## src/hdl/sffs_fifo.sv

```systemverilog
// ----------------------------------------------------------------------------
// sffs_fifo
// small register queue with full and empty flags
// ----------------------------------------------------------------------------
`default_nettype none

module sffs_fifo #(
    parameter int WIDTH = 8,
    parameter int DEPTH = 2
) (
    input  wire logic             i_clk,
    input  wire logic             i_rst_n,
    input  wire logic             i_push,
    input  wire logic [WIDTH-1:0] i_data,
    output logic                  o_full,
    input  wire logic             i_pop,
    output logic [WIDTH-1:0]      o_data,
    output logic                  o_empty
);

    localparam int PTR_W = (DEPTH > 1) ? $clog2(DEPTH) : 1;
    localparam int CNT_W = $clog2(DEPTH + 1);

    logic [WIDTH-1:0] r_mem [DEPTH];
    logic [PTR_W-1:0] r_wr_ptr, n_wr_ptr;
    logic [PTR_W-1:0] r_rd_ptr, n_rd_ptr;
    logic [CNT_W-1:0] r_count, n_count;
    logic             do_push;
    logic             do_pop;

    assign o_full  = (r_count == CNT_W'(DEPTH));
    assign o_empty = (r_count == '0);
    assign o_data  = r_mem[r_rd_ptr];
    assign do_push = i_push && !o_full;
    assign do_pop  = i_pop && !o_empty;

    always_comb begin
        n_wr_ptr = r_wr_ptr;
        n_rd_ptr = r_rd_ptr;
        n_count  = r_count;
        if (do_push) begin
            n_wr_ptr = (r_wr_ptr == PTR_W'(DEPTH - 1)) ? '0 : r_wr_ptr + PTR_W'(1);
        end
        if (do_pop) begin
            n_rd_ptr = (r_rd_ptr == PTR_W'(DEPTH - 1)) ? '0 : r_rd_ptr + PTR_W'(1);
        end
        unique case ({do_push, do_pop})
            2'b10:   n_count = r_count + CNT_W'(1);
            2'b01:   n_count = r_count - CNT_W'(1);
            default: n_count = r_count;
        endcase
    end

    always_ff @(posedge i_clk) begin
        if (!i_rst_n) begin
            r_wr_ptr <= '0;
            r_rd_ptr <= '0;
            r_count  <= '0;
        end else begin
            r_wr_ptr <= n_wr_ptr;
            r_rd_ptr <= n_rd_ptr;
            r_count  <= n_count;
        end
    end

    always_ff @(posedge i_clk) begin
        if (do_push) begin
            r_mem[r_wr_ptr] <= i_data;
        end
    end

endmodule

`default_nettype wire

```

## config.mk

```make
export PLATFORM = sky130hd
export DESIGN_NAME = sffs_fifo
export DESIGN_NICKNAME = d
export VERILOG_FILES = /design/src/hdl/sffs_fifo.sv
export SDC_FILE = /design/constraint.sdc
export NUM_CORES = 1
export LEC_CHECK = 0
export BUFFER_PORTS_ARGS = -buffer_cell sky130_fd_sc_hd__buf_2
export CELL_PAD_IN_SITES_DETAIL_PLACEMENT = 0
export CELL_PAD_IN_SITES_GLOBAL_PLACEMENT = 2
export CORE_MARGIN = 10
export CORE_UTILIZATION = 36
export DETAILED_ROUTE_END_ITERATION = 10
export PLACE_DENSITY_LB_ADDON = 0.25
export SLEW_MARGIN = 20
export SYNTH_ARGS = -nofsm -noshare
export SYNTH_HDL_FRONTEND = slang
export SYNTH_SLANG_ARGS = --single-unit
```

## constraint.sdc

```tcl
create_clock -name i_clk -period 4.43 [get_ports i_clk]
set_input_delay 0.443 -clock i_clk [delete_from_list [all_inputs] [get_ports i_clk]]
set_output_delay 0.443 -clock i_clk [all_outputs]
set_load 0.01 [all_outputs]
```

==> qor.yml <==
synth:
  synth.area.top_cells: "edfxtp_1, dfxtp_1, mux2_2, xnor2_1, a21boi_1"
  ys_ff_latch: 21
  yosys-top-cells-count: "edfxtp_1, mux2_2, dfxtp_1"
  seq_area_frac_synth_pct: 71.6
  ys.warnings.count: 0
  avgSynthCellArea_um2: 15.9
  netlist_instances: 51
  synth_edf_count: 16
  syn-cell-area_um2: 811
  synth_top_area_share_pct: 59.3
  ys_async_sr_fraction_pct: 0
  synth.most_common_cell: "edfxtp_1"
  synth_cell_types: 18
  synth_fp_nets: 64
  ys.flop_type: "edfxtp_1"
  synth_top_area_cell: "edfxtp_1"
drt:
  routed_wl_mm: 1.39
  wl_per_cell_um: 13.5
  viasPerCell: 4.45
  ant_nets: 0
  firstDrtPassIters: 3
  num_vias: 458
  drt_iter0_markers: 10
  drc: 0
clock_network:
  cts-resized-gates: 0
  clk_latency_ns: 0.28
  postCtsSetupBuffers: 0
  cts_max_level: 1
  clockBufferDepth: 2
  root_buffer: "clkbuf_4"
  hold_buffers: 0
  clock_sink_count: 21
  numCtsBuffers: 3
  clkTransAtPathRegs_ns: 0.10
  cts_tree: "built"
critical_path:
  critPathLaunchType: "register"
  max_stage_delay_ns: 0.56
  cp.buffers_inverters: 1
  cp_slowest_cell: "dfxtp_1"
  criticalPathCategory: "register to output port"
  cp_cell_sequence: "mux2_2 -> buf_2"
  cp.arrival_ns: 1.37
  worst_ep_required_time_ns: 3.99
  crit_path_end_kind: "output port"
  path_delay_family: "flip-flops"
  cp_max_fo: 8
placement:
  dp_slack_ns: 2.87
  dp_hpwl_mm: 1.06
  place_congestion: 0.634
  portBuffers: 21
  placed_cells: 99
sta:
  setup-tns-final_ns: 0
  slew_headroom_pct: 74.0
  rsz0062_at_grt: "no"
  fin_crit_sh_pct: 40.8
  hold_violations: 0
  setup-violations-final: 0
  worst_slew_pin_slew_ns: 0.390
  layout_setup_ws_ns: 2.62
  max_freq_ghz: 0.553
  finalClockSkew_ns: 0.00235
  maxSlewViolCount: 0
  hold_slack_ns: 0.340
  min_period_ns: 1.81
layout:
  drive_above_1_share_pct: 45.3
  instances_no_fill: 103
  regArea_um2: 581
  fillers: 232
  fin_nets: 89
  multiInputGateArea_um2: 215
  diodes: 0
  areaGrowthSynthToFinish_pct: 20.1
global_route:
  grt_pass1_vias: 487
  grt_max_degree: 12
  antenna_found_initial: 0
  grt.overflow.total: 0
  grt_pass1_wl_mm: 2.10
  grt_usage_pct: 6.39
floorplanning:
  initial_core_util_pct: 37.4
  die_x_um: 67.5
  die_h_um: 67.5
  dieArea_um2: 4550
  fp-row-count: 17
  coreArea_um2: 2170
  ioPinCount: 22
power_and_ir_drop:
  powerDensity_nw_per_um2: 555
  vdd_ir_drop_max_uv: 231
  total_power_w: 0.000540
  cellLeakagePower_nw: 0.382
status:
  status: "finished clean"
hold_path:
  hold_path_class: "input port to register"
flow_run:
  maxCapViolCount: 0
[worst register-to-register path: cells and delay by family (launching register included)]
family	cells	cell delay (ns)
buf+inv	2	0.31
flops	1	0.44
simple gates	2	0.50
[cell usage in the layout, fill, tap and decap left out, types with 3 or more instances in the layout]
master / Yosys / layout
clkbuf_4: 0 / 3
edfxtp_1: 16 / 16
dfxtp_1: 5 / 5
xnor2_1: 3 / 3
mux2_2: 8 / 8
buf_2: 0 / 21
[path summary, 6_finish.rpt]
| path | cells past startpoint | from | slack [ns] | to |
|---|---|---|---|---|
| min | 1 | i_data[3] | 0.34 | r_mem[1][3]$_DFFE_PP_ |
| max reg2reg | 4 | r_count[0]$_SDFFE_PN0P_ | 2.86 | r_mem[0][1]$_DFFE_PP_ |
| min reg2reg | 2 | r_wr_ptr$_SDFFE_PN0P_ | 0.49 | r_wr_ptr$_SDFFE_PN0P_ |
| max | 2 | register | 2.62 | o_data[6] |
[cell families (layout without fill, tap and decap cells)]
logic type / after synthesis / count (layout) / share of synthesized area (%)
buffers and inverters: 4 / 28 / 1.85
DFF: 21 / 21 / 71.6
and+or+nand+nor: 9 / 9 / 6.64
adders and majority gates: 1 / 1 / 1.54
muxes: 8 / 8 / 11.1
xor gates and xnor gates: 3 / 3 / 3.24
AOI/OAI and AO/OA: 5 / 5 / 4.01
[metal layers]
layer / track usage, % / up-vias / part of all wire, %
li1: - / 229 / -
met1: 5.63 / 214 / 40
met2: 12.2 / 13 / 53
met3: 2.15 / 2 / 5.8
met4: 3.85 / 0 / 1.2
met5: 0 / - / 0
[cell type report]
type	count	area share (%)
clock buffer	4	2.70
inverter	3	1.16
multi-input combinational	26	22.1
sequential	21	59.6
tap	28	3.60
timing repair buffer	21	10.8
[registers in the layout, indices dropped and copies added, names as in the netlist, named ones only]
| signal | count |
|---|---|
| r_mem | 16 |
| r_wr_ptr | 1 |
| r_count | 2 |
| r_rd_ptr | 1 |
[power by group]
group	internal [W]	leakage [nW]	switching (W)
clock network	0.0000349	0.0150	0.0000490
registers	0.000253	0.191	0.0000303
logic	0.0000917	0.177	0.0000809
[stage by stage]
| step | utilization (%) | instance area [um^2] |
|---|---|---|
| floorplan | - | 811 |
| global placement | 43.7 | 947 |
| detailed placement | 43.7 | 947 |
| CTS | 44.9 | 973 |
| global route | 44.9 | 973 |
| finish | 44.9 | 973 |
Power figures use the tool's default switching activity.
