**config.mk**
```make
export PLATFORM = sky130hd
export DESIGN_NAME = sffs_front
export DESIGN_NICKNAME = d
export VERILOG_FILES = /design/src/hdl/sffs_pkg.sv /design/src/hdl/sffs_front.sv
export SDC_FILE = /design/constraint.sdc
export NUM_CORES = 1
export LEC_CHECK = 0
export ABC_AREA = 1
export BUFFER_PORTS_ARGS = -buffer_cell sky130_fd_sc_hd__buf_4
export CELL_PAD_IN_SITES_DETAIL_PLACEMENT = 1
export CELL_PAD_IN_SITES_GLOBAL_PLACEMENT = 1
export CORE_UTILIZATION = 33
export DETAILED_ROUTE_END_ITERATION = 16
export PLACE_DENSITY = 0.88
export SETUP_SLACK_MARGIN = 0.1
export SLEW_MARGIN = 5
export SYNTH_ARGS = -nofsm -noshare
export SYNTH_HDL_FRONTEND = slang
export SYNTH_SLANG_ARGS = --single-unit
```
**constraint.sdc**
```tcl
create_clock -name i_clk -period 5.8 [get_ports i_clk]
set_input_delay 1.16 -clock i_clk [delete_from_list [all_inputs] [get_ports i_clk]]
set_output_delay 1.16 -clock i_clk [all_outputs]
set_load 0.1 [all_outputs]
```
**src/hdl/sffs_pkg.sv**
```systemverilog
// ----------------------------------------------------------------------------
// sffs_pkg
// shared field widths, item kind codes, class codes and item structs
// ----------------------------------------------------------------------------
`default_nettype none

package sffs_pkg;

    localparam int KIND_W = 2;
    localparam int BIN_W  = 10;
    localparam int MAG_W  = 24;
    localparam int PH_W   = 16;
    localparam int DRAW_W = 16;
    localparam int CFG_W  = 7;

    // bins addressable through the bin field
    localparam int BIN_SPAN = 1 << BIN_W;

    localparam logic [KIND_W-1:0] KIND_BIN = 2'd0;
    localparam logic [KIND_W-1:0] KIND_DC  = 2'd1;
    localparam logic [KIND_W-1:0] KIND_NYQ = 2'd2;

    // what the back end does with an item
    typedef enum logic [1:0] {
        CLS_BIN  = 2'd0,
        CLS_DC   = 2'd1,
        CLS_NYQ  = 2'd2,
        CLS_ECHO = 2'd3
    } t_cls;

    typedef struct packed {
        t_cls                     cls;
        logic                     freeze;
        logic [KIND_W-1:0]        kind;
        logic [BIN_W-1:0]         bin_index;
        logic signed [MAG_W-1:0]  magnitude;
        logic [PH_W-1:0]          phase;
        logic                     frame_end;
    } t_cmd;

    typedef struct packed {
        logic [KIND_W-1:0]        kind_out;
        logic [BIN_W-1:0]         bin_out;
        logic signed [MAG_W-1:0]  magnitude_out;
        logic [PH_W-1:0]          phase_out;
        logic                     last;
    } t_res;

endpackage

`default_nettype wire

```
**src/hdl/sffs_front.sv**
```systemverilog
// ----------------------------------------------------------------------------
// sffs_front
// frame count register, write slot, item classification and frame pick
// ----------------------------------------------------------------------------
`default_nettype none

module sffs_front #(
    parameter int MAX_FRAMES = 64,
    parameter int MAX_BINS   = 1024,
    parameter int FRAME_W    = 6,
    parameter int FCNT_W     = 7
) (
    input  wire logic                               i_clk,
    input  wire logic                               i_rst_n,
    input  wire logic                               i_cfg_we,
    input  wire logic [sffs_pkg::CFG_W-1:0]         i_cfg_wdata,
    input  wire logic                               i_take,
    input  wire logic [sffs_pkg::KIND_W-1:0]        i_kind,
    input  wire logic                               i_freeze,
    input  wire logic [sffs_pkg::BIN_W-1:0]         i_bin_index,
    input  wire logic signed [sffs_pkg::MAG_W-1:0]  i_magnitude,
    input  wire logic [sffs_pkg::PH_W-1:0]          i_phase,
    input  wire logic [sffs_pkg::DRAW_W-1:0]        i_random_draw,
    input  wire logic                               i_frame_end,
    output sffs_pkg::t_cmd                          o_cmd,
    output logic [FRAME_W-1:0]                      o_pick,
    output logic [FRAME_W-1:0]                      o_slot
);

    localparam int PROD_W = sffs_pkg::DRAW_W + FCNT_W;

    logic [FCNT_W-1:0]  r_frames, n_frames;
    logic [FRAME_W-1:0] r_slot, n_slot;
    logic [PROD_W-1:0]  prod;
    sffs_pkg::t_cls     cls;

    // clamp to 1..MAX_FRAMES
    always_comb begin
        n_frames = r_frames;
        if (i_cfg_we) begin
            priority if (i_cfg_wdata == '0) begin
                n_frames = FCNT_W'(1);
            end else if (32'(i_cfg_wdata) > 32'(MAX_FRAMES)) begin
                n_frames = FCNT_W'(MAX_FRAMES);
            end else begin
                n_frames = FCNT_W'(i_cfg_wdata);
            end
        end
    end

    always_comb begin
        n_slot = r_slot;
        if (i_take && !i_freeze && i_frame_end) begin
            n_slot = ((32'(r_slot) + 32'd1) >= 32'(r_frames)) ? '0 : r_slot + FRAME_W'(1);
        end
    end

    assign prod   = PROD_W'(i_random_draw) * PROD_W'(r_frames);
    assign o_pick = prod[sffs_pkg::DRAW_W +: FRAME_W];
    assign o_slot = r_slot;

    always_comb begin
        priority if (i_kind == sffs_pkg::KIND_BIN && 32'(i_bin_index) < 32'(MAX_BINS)) begin
            cls = sffs_pkg::CLS_BIN;
        end else if (i_kind == sffs_pkg::KIND_DC) begin
            cls = sffs_pkg::CLS_DC;
        end else if (i_kind == sffs_pkg::KIND_NYQ) begin
            cls = sffs_pkg::CLS_NYQ;
        end else begin
            cls = sffs_pkg::CLS_ECHO;
        end
    end

    always_comb begin
        o_cmd.cls       = cls;
        o_cmd.freeze    = i_freeze;
        o_cmd.kind      = i_kind;
        o_cmd.bin_index = i_bin_index;
        o_cmd.magnitude = i_magnitude;
        o_cmd.phase     = i_phase;
        o_cmd.frame_end = i_frame_end;
    end

    always_ff @(posedge i_clk) begin
        if (!i_rst_n) begin
            r_frames <= FCNT_W'(1);
            r_slot   <= '0;
        end else begin
            r_frames <= n_frames;
            r_slot   <= n_slot;
        end
    end

`ifndef SYNTHESIS
    a_slot_in_store: assert property (@(posedge i_clk) disable iff (!i_rst_n)
        32'(r_slot) < 32'(MAX_FRAMES))
        else $error("write slot outside frame store");

    a_frames_clamped: assert property (@(posedge i_clk) disable iff (!i_rst_n)
        r_frames != '0 && 32'(r_frames) <= 32'(MAX_FRAMES))
        else $error("frame count outside 1..MAX_FRAMES");
`endif

endmodule

`default_nettype wire

```
==> impl_metrics.py, run 1 <==
metrics = {
    "synth": {
        "synth_nets": 898,
        "async_flop_share": 0,
        "synth-warning-count": 0,
        "synth_top_family_by_area": "adder cells",
        "synth_edf_count": 0,
        "yosysTopAreaCell": "fa_1",
        "synthSimpleGateAreaFrac": 0.2328,
        "synth_compound_area_frac": 0.05320,
        "synth_area_um2": 4751,
        "ys_seq_elements": 13,
        "synth.avg_cell_area_um2": 6.739,
        "synth_xor_area_frac": 0.01290,
        "synth.mux.area_fraction": 0,
        "yosysSeqAreaShare": 0.05478,
        "synth.area.top_cells": "fa_1, nand2_1, inv_1, ha_1, buf_4",
        "synth_fa_ha_area_frac": 0.4008,
        "synth_cells": 705,
        "synth-main-ff-cell": "dfxtp_1",
        "synth_top_area_share": 0.2823,
        "yosysUniqueCellTypes": 33,
    },
    "run": {
        "max_cap_viol_count": 0,
    },
    "sta": {
        "drv_slew": 0,
        "finClkSkew_ns": 0.001911,
        "worst_pin_slew_ns": 0.7181,
        "setup_violations": 6,
        "whs_ns": 0.5435,
        "hold_viol": 0,
        "min_period_ns": 6.127,
        "slew_headroom": 0.5206,
        "rsz0062_at_grt": "yes",
        "layout_setup_ws_ns": -0.3267,
        "finalCritPeriodShare": 1.056,
        "tns_ns": -1.592,
        "max_freq_mhz": 163.2,
    },
    "placed_design": {
        "dp_slack_ns": -0.4519,
        "gp_congestion": 0.8058,
        "port_buffers": 42,
        "place_area_um2": 5405,
        "dp_cells": 903,
        "dp_hpwl_mm": 11.33,
    },
    "cts": {
        "max-clock-path-buffers": 2,
        "tritoncts.num_buffers": 3,
        "clkLatencyLatePin_ns": 0.25,
        "htree_num_levels": 1,
        "path_clk_slew_ns": 0.05,
        "clock_sinks": 13,
        "tritoncts": "built",
        "root_buffer": "clkbuf_16",
    },
    "min_path": {
        "hp-class": "flip-flop to flip-flop",
    },
    "global_routing": {
        "grt_use_met2": 0.4004,
        "grt_start_max_net_pins": 19,
        "grt_util_met3": 0.02154,
        "busiest_layer": "met2",
        "first_global_vias": 5122,
        "grt_first_pass_wirelength_mm": 23.36,
        "antenna_found_initial": 0,
        "gr-total-overflow": 0,
        "met1_usage": 0.2064,
        "track_usage": 0.1985,
    },
    "detailed_routing": {
        "vias": 4382,
        "drt-total-wl_mm": 14.06,
        "dr.pass1.iters": 4,
        "wl_per_cell_um": 15.48,
        "drc": 0,
        "drtIter0Drc": 140,
        "ant_nets": 0,
        "viasPerCell": 4.826,
    },
    "setup_path": {
        "timing.critical_path.mode_cell": "fa_1",
        "crit_arrival_ns": 4.97,
        "slowest_delay_ns": 0.57,
        "worstSetupPathType": "primary input to output pin",
        "cpMaxStageDelayCell": "fa_1",
        "end_kind": "output pin",
        "critical_path_required_ns": 4.64,
        "path_max_fanout": 4,
        "start_kind": "primary input",
        "crit_path_cell_trace": "buf_4, nand2_2, inv_2, fa_1, fa_1, fa_1, inv_1, fa_1, inv_2, ha_4, nand2_4, nor2_4, nand3_2, nor2_2, nand3b_1, nand4_1, nand2_8, buf_12",
    },
    "floorplan": {
        "dieHeight_um": 122.0,
        "core_um2": 13990,
        "num_io_pins": 149,
        "die_area_um2": 14880,
        "die_width_um": 122.0,
        "start_util": 0.3396,
        "rows": 43,
    },
    "power": {
        "vdd_drop_max_mv": 0.1053,
        "power_leakage_nw": 3.568,
        "powerDensity_nw_per_um2": 149.5,
        "p_total_mw": 0.8910,
    },
    "cells_and_area": {
        "final_cells": 908,
        "nNetsFinal": 922,
        "final_cell_area_um2": 5961,
        "area_growth_pct": 25.47,
        "antenna_cells": 0,
        "drive_gt1_frac": 0.3077,
        "utilization": 0.4261,
    },
    "outcome": {
        "violations": "negative setup slack",
        "outcome": "complete, but fails checks",
    },
}
-- worst paths after layout --
path | from | to | slack (ns) | cells after the start
setup / recovery | i_random_draw[13] | o_pick[3] | -0.33 | 18
hold / removal | o_slot[4]$_SDFFE_PN0P_ | o_slot[4]$_SDFFE_PN0P_ | 0.54 | 2
setup reg to reg | o_slot[0]$_SDFFE_PN0P_ | o_slot[5]$_SDFFE_PN0P_ | 3.35 | 12
hold reg to reg | o_slot[4]$_SDFFE_PN0P_ | o_slot[4]$_SDFFE_PN0P_ | 0.54 | 2
-- per-layer routing --
| metal | vias to the layer above | share of wire |
|---|---|---|
| met3 | 44 | 0.027 |
| met2 | 75 | 0.57 |
| li1 | 2054 | - |
| met1 | 2209 | 0.37 |
| met4 | 0 | 0.028 |
| met5 | - | 0 |
-- logic make-up after synthesis --
| group | Yosys count |
|---|---|
| XOR/XNOR | 7 |
| AO/OA/AOI/OAI | 45 |
| adder cells (fa/ha/maj) | 112 |
| buffers and inverters | 256 |
| AND/OR/NAND/NOR | 272 |
| flip-flops | 13 |
-- synthesized netlist by cell type (2+ instances only) --
library cell,number
buf_2,2
buf_4,54
nor2_1,35
dfxtp_1,13
nor2_2,2
a21oi_1,27
nor3_2,2
o21bai_1,4
inv_1,176
clkbuf_1,15
xnor2_1,3
nand3_1,18
clkinv_1,2
fa_1,67
nand4_1,9
nand2_1,198
a21o_1,3
xor2_1,4
inv_2,6
nor4_1,2
o21ai_1,5
ha_1,45
nand3b_1,2
o21ai_0,2
-- sequential cells by signal, summed over array words and instances (netlist names) --
name,cells
r_frames,7
o_slot,6
-- worst max-delay path, delay by kind of cell --
kind | cells | cell delay, ns
and+or+nand+nor | 8 | 0.97
buffers and inverters | 5 | 0.44
adders and majority gates | 5 | 2.38
-- cells in the final DEF, fill, tap and decap left out, drive strengths merged --
master and count:
o21ai 7, o21bai 4, a21oi 28, nor2 37, dfxtp 13, xor2 4, fa 67, nand2 199
nor3 3, nand3b 2, inv 183, a31oi 1, nand3 18, ha 45, nand4 9, a21o 3
nor3b 1, clkinv 2, clkbuf 3, buf 91, o21a 1, nand2b 1, xnor2 3, a211oi 1
nor4 2
-- what timing repair did --
action / 4_1_cts / 5_1_grt
hold buffers: 0 / 0
gates resized for setup: 98 / 39
pin swaps: 56 / 35
buffers inserted: 0 / 1
endpoints found under the setup margin: 6 / 6
-- final cells by class --
class / instances / area (um^2)
Clock inverter: 1 / 5.005
Tap cell: 180 / 225.2
Sequential cell: 13 / 260.3
Inverter: 184 / 693.2
Multi-Input combinational cell: 436 / 3876
Fill cell: 1769 / 8028
Timing Repair Buffer: 91 / 825.8
Clock buffer: 3 / 75.07
-- report_power, final --
part	internal, mW	total [mW]	switching [mW]
Clock	0.0920	0.134	0.0418
Sequential	0.0923	0.102	0.00976
Combinational	0.273	0.655	0.382
Total	0.458	0.891	0.433
Note: power is estimated with default switching activity, not from simulation.
==> run 2, diff against run 1 <==
clock period = 5.6 ns   (was 5.8 ns; I/O delays follow)
==> run 2 against run 1 <==
The flow still finishes with violations (negative setup slack). Total power grew 2.7%. Via count fell by 0.78%. Critical path depth rose by 1. First-iteration DRC count fell by 26%. Clock skew grew 0.0023 ns. Die area is the same. Routed wire length down 1.5%. Core utilization is 0.11 points higher. Non-clock buffer count up 1. Design area up 0.25%. Global-route usage fell by 0.38 points. Highest routed layer unchanged.
==> impl_metrics.py, run 2 (synthesis gave the netlist of run 1 again) <==
metrics = {
    "outcome": {
        "violations": "negative setup slack",
        "outcome": "complete, but fails checks",
    },
    "floorplan": {
        "die_width_um": 122.0,
        "rows": 43,
        "num_io_pins": 149,
        "start_util": 0.3396,
        "core_um2": 13990,
        "dieHeight_um": 122.0,
        "die_area_um2": 14880,
    },
    "cells_and_area": {
        "layout_commonest_cell": "nand2_1",
        "largest_register_ffs": 7,
        "area_growth_pct": 25.78,
        "layout_common_cells": "nand2_1, inv_1, buf_4, fa_1, ha_1",
        "antenna_cells": 0,
        "largest-register": "r_frames",
        "n_fill_cell": 1747,
        "nNetsFinal": 923,
        "utilization": 0.4272,
        "final_cell_area_um2": 5976,
        "drive_gt1_frac": 0.3114,
    },
    "detailed_routing": {
        "drtIter0Drc": 104,
        "dr.pass1.iters": 4,
        "vias": 4348,
        "ant_nets": 0,
        "drt-total-wl_mm": 13.84,
        "viasPerCell": 4.783,
        "wl_per_cell_um": 15.23,
        "drc": 0,
    },
    "setup_path": {
        "end_kind": "output pin",
        "reg2reg_from": "o_slot[0]$_SDFFE_PN0P_",
        "critical_path_required_ns": 4.48,
        "timing.critical_path.mode_cell": "inv_2",
        "cpMaxStageDelayCell": "fa_1",
        "crit_start": "i_random_draw[10]",
        "r2r-end": "o_slot[1]$_SDFFE_PN0P_",
        "start_kind": "primary input",
        "critPathBufInv": 7,
        "slowest_delay_ns": 0.58,
        "worstSetupPathType": "primary input to output pin",
        "path_max_fanout": 7,
        "crit_arrival_ns": 4.93,
        "reg2reg_depth": 11,
        "path_delay_family": "adder cells",
        "crit_path_cell_trace": "buf_12, nand2_4, inv_2, fa_1, fa_2, fa_1, inv_2, fa_1, inv_2, ha_4, buf_6, nand2_4, nor2_4, nand4_1, inv_2, nand2_2, nand2_4, xor2_4, buf_12",
        "reg2reg_slack_ns": 3.23,
    },
    "placed_design": {
        "dp_hpwl_mm": 11.40,
        "place_area_um2": 5463,
        "port_buffers": 42,
        "gp_congestion": 0.8125,
        "dp_slack_ns": -0.6196,
    },
    "global_routing": {
        "track_usage": 0.1946,
        "grt_first_pass_wirelength_mm": 23.14,
        "gr-total-overflow": 0,
        "first_global_vias": 5054,
        "grt_start_max_net_pins": 19,
        "antenna_found_initial": 0,
    },
    "min_path": {
        "hp-start": "o_slot[3]$_SDFFE_PN0P_",
        "hold_end": "o_slot[3]$_SDFFE_PN0P_",
        "hp-class": "flip-flop to flip-flop",
        "min_path_cells": 2,
    },
    "sta": {
        "layout_setup_ws_ns": -0.4544,
        "drv_slew": 0,
        "min_period_ns": 6.054,
        "finalCritPeriodShare": 1.081,
        "tns_ns": -2.368,
        "max_freq_mhz": 165.2,
        "finClkSkew_ns": 0.004240,
        "setup_violations": 6,
        "hold_viol": 0,
        "slew_headroom": 0.5045,
        "rsz0062_at_grt": "yes",
        "worst_pin_slew_ns": 0.7422,
    },
    "cts": {
        "tritoncts": "built",
        "clock_sinks": 13,
        "clkLatencyLatePin_ns": 0.24,
        "path_clk_slew_ns": 0.04,
        "htree_num_levels": 1,
        "tritoncts.num_buffers": 3,
        "root_buffer": "clkbuf_16",
        "max-clock-path-buffers": 2,
    },
    "power": {
        "power_leakage_nw": 3.588,
        "p_total_mw": 0.9150,
        "vdd_drop_max_mv": 0.09581,
        "powerDensity_nw_per_um2": 153.1,
    },
    "run": {
        "max_cap_viol_count": 0,
    },
}
## run 2: what timing repair did
action,in CTS,in global routing
endpoints found under the setup margin,6,6
hold buffers,0,0
pin swaps,56,26
gates cloned,0,0
resized for setup,97,39
buffers inserted,1,1
## run 2: power breakdown
group	internal [mW]	switching [mW]
clock network	0.0950	0.0402
logic	0.275	0.398
registers	0.0956	0.0111
total	0.466	0.449
## run 2: worst reg2reg max path, cell delays in order (launching register included)
cell	delay [ns]
dfxtp_1	0.44
ha_1	0.23
nand3_1	0.12
xor2_1	0.23
inv_1	0.07
ha_1	0.29
a21oi_1	0.13
nor2_1	0.06
nor3_2	0.22
nand3_1	0.20
o21a_1	0.21
nor2_1	0.09
## run 2: area by class of cell
type | instances | area [um^2] | area share
Timing Repair Buffer | 92 | 832.0 | 0.1392
Clock inverter | 1 | 5.005 | 0.0008375
Tap cell | 180 | 225.2 | 0.03769
Multi-Input combinational cell | 436 | 3886 | 0.6503
Sequential cell | 13 | 260.3 | 0.04355
Clock buffer | 3 | 75.07 | 0.01256
Inverter | 184 | 691.9 | 0.1158
## run 2: worst max-delay path by stage
| stage | cells past startpoint | endpoint |
|---|---|---|
| after floorplan | 18 | o_pick[0] |
| after global placement | 19 | o_pick[3] |
| after detailed placement | 19 | o_pick[3] |
| after CTS | 22 | o_pick[1] |
| after global routing | 19 | o_pick[3] |
| final | 19 | o_pick[0] |
## run 2: through the flow
step / hold WS [ns] / cells
after floorplan: 0.5918 / 705
after global placement: 0.5163 / 903
after detailed placement: 0.5280 / 903
after CTS: 0.5341 / 908
after global routing: 0.5584 / 909
final: 0.5299 / 909
## run 2: routing by layer
metal	routed length (um)	vias up	global-route usage	share of wire
met1	5224	2186	0.2087	0.38
met4	354	0	0.05401	0.026
met5	0	-	0	0
met3	358	32	0.01685	0.026
met2	7905	77	0.3958	0.57
li1	-	2053	-	-
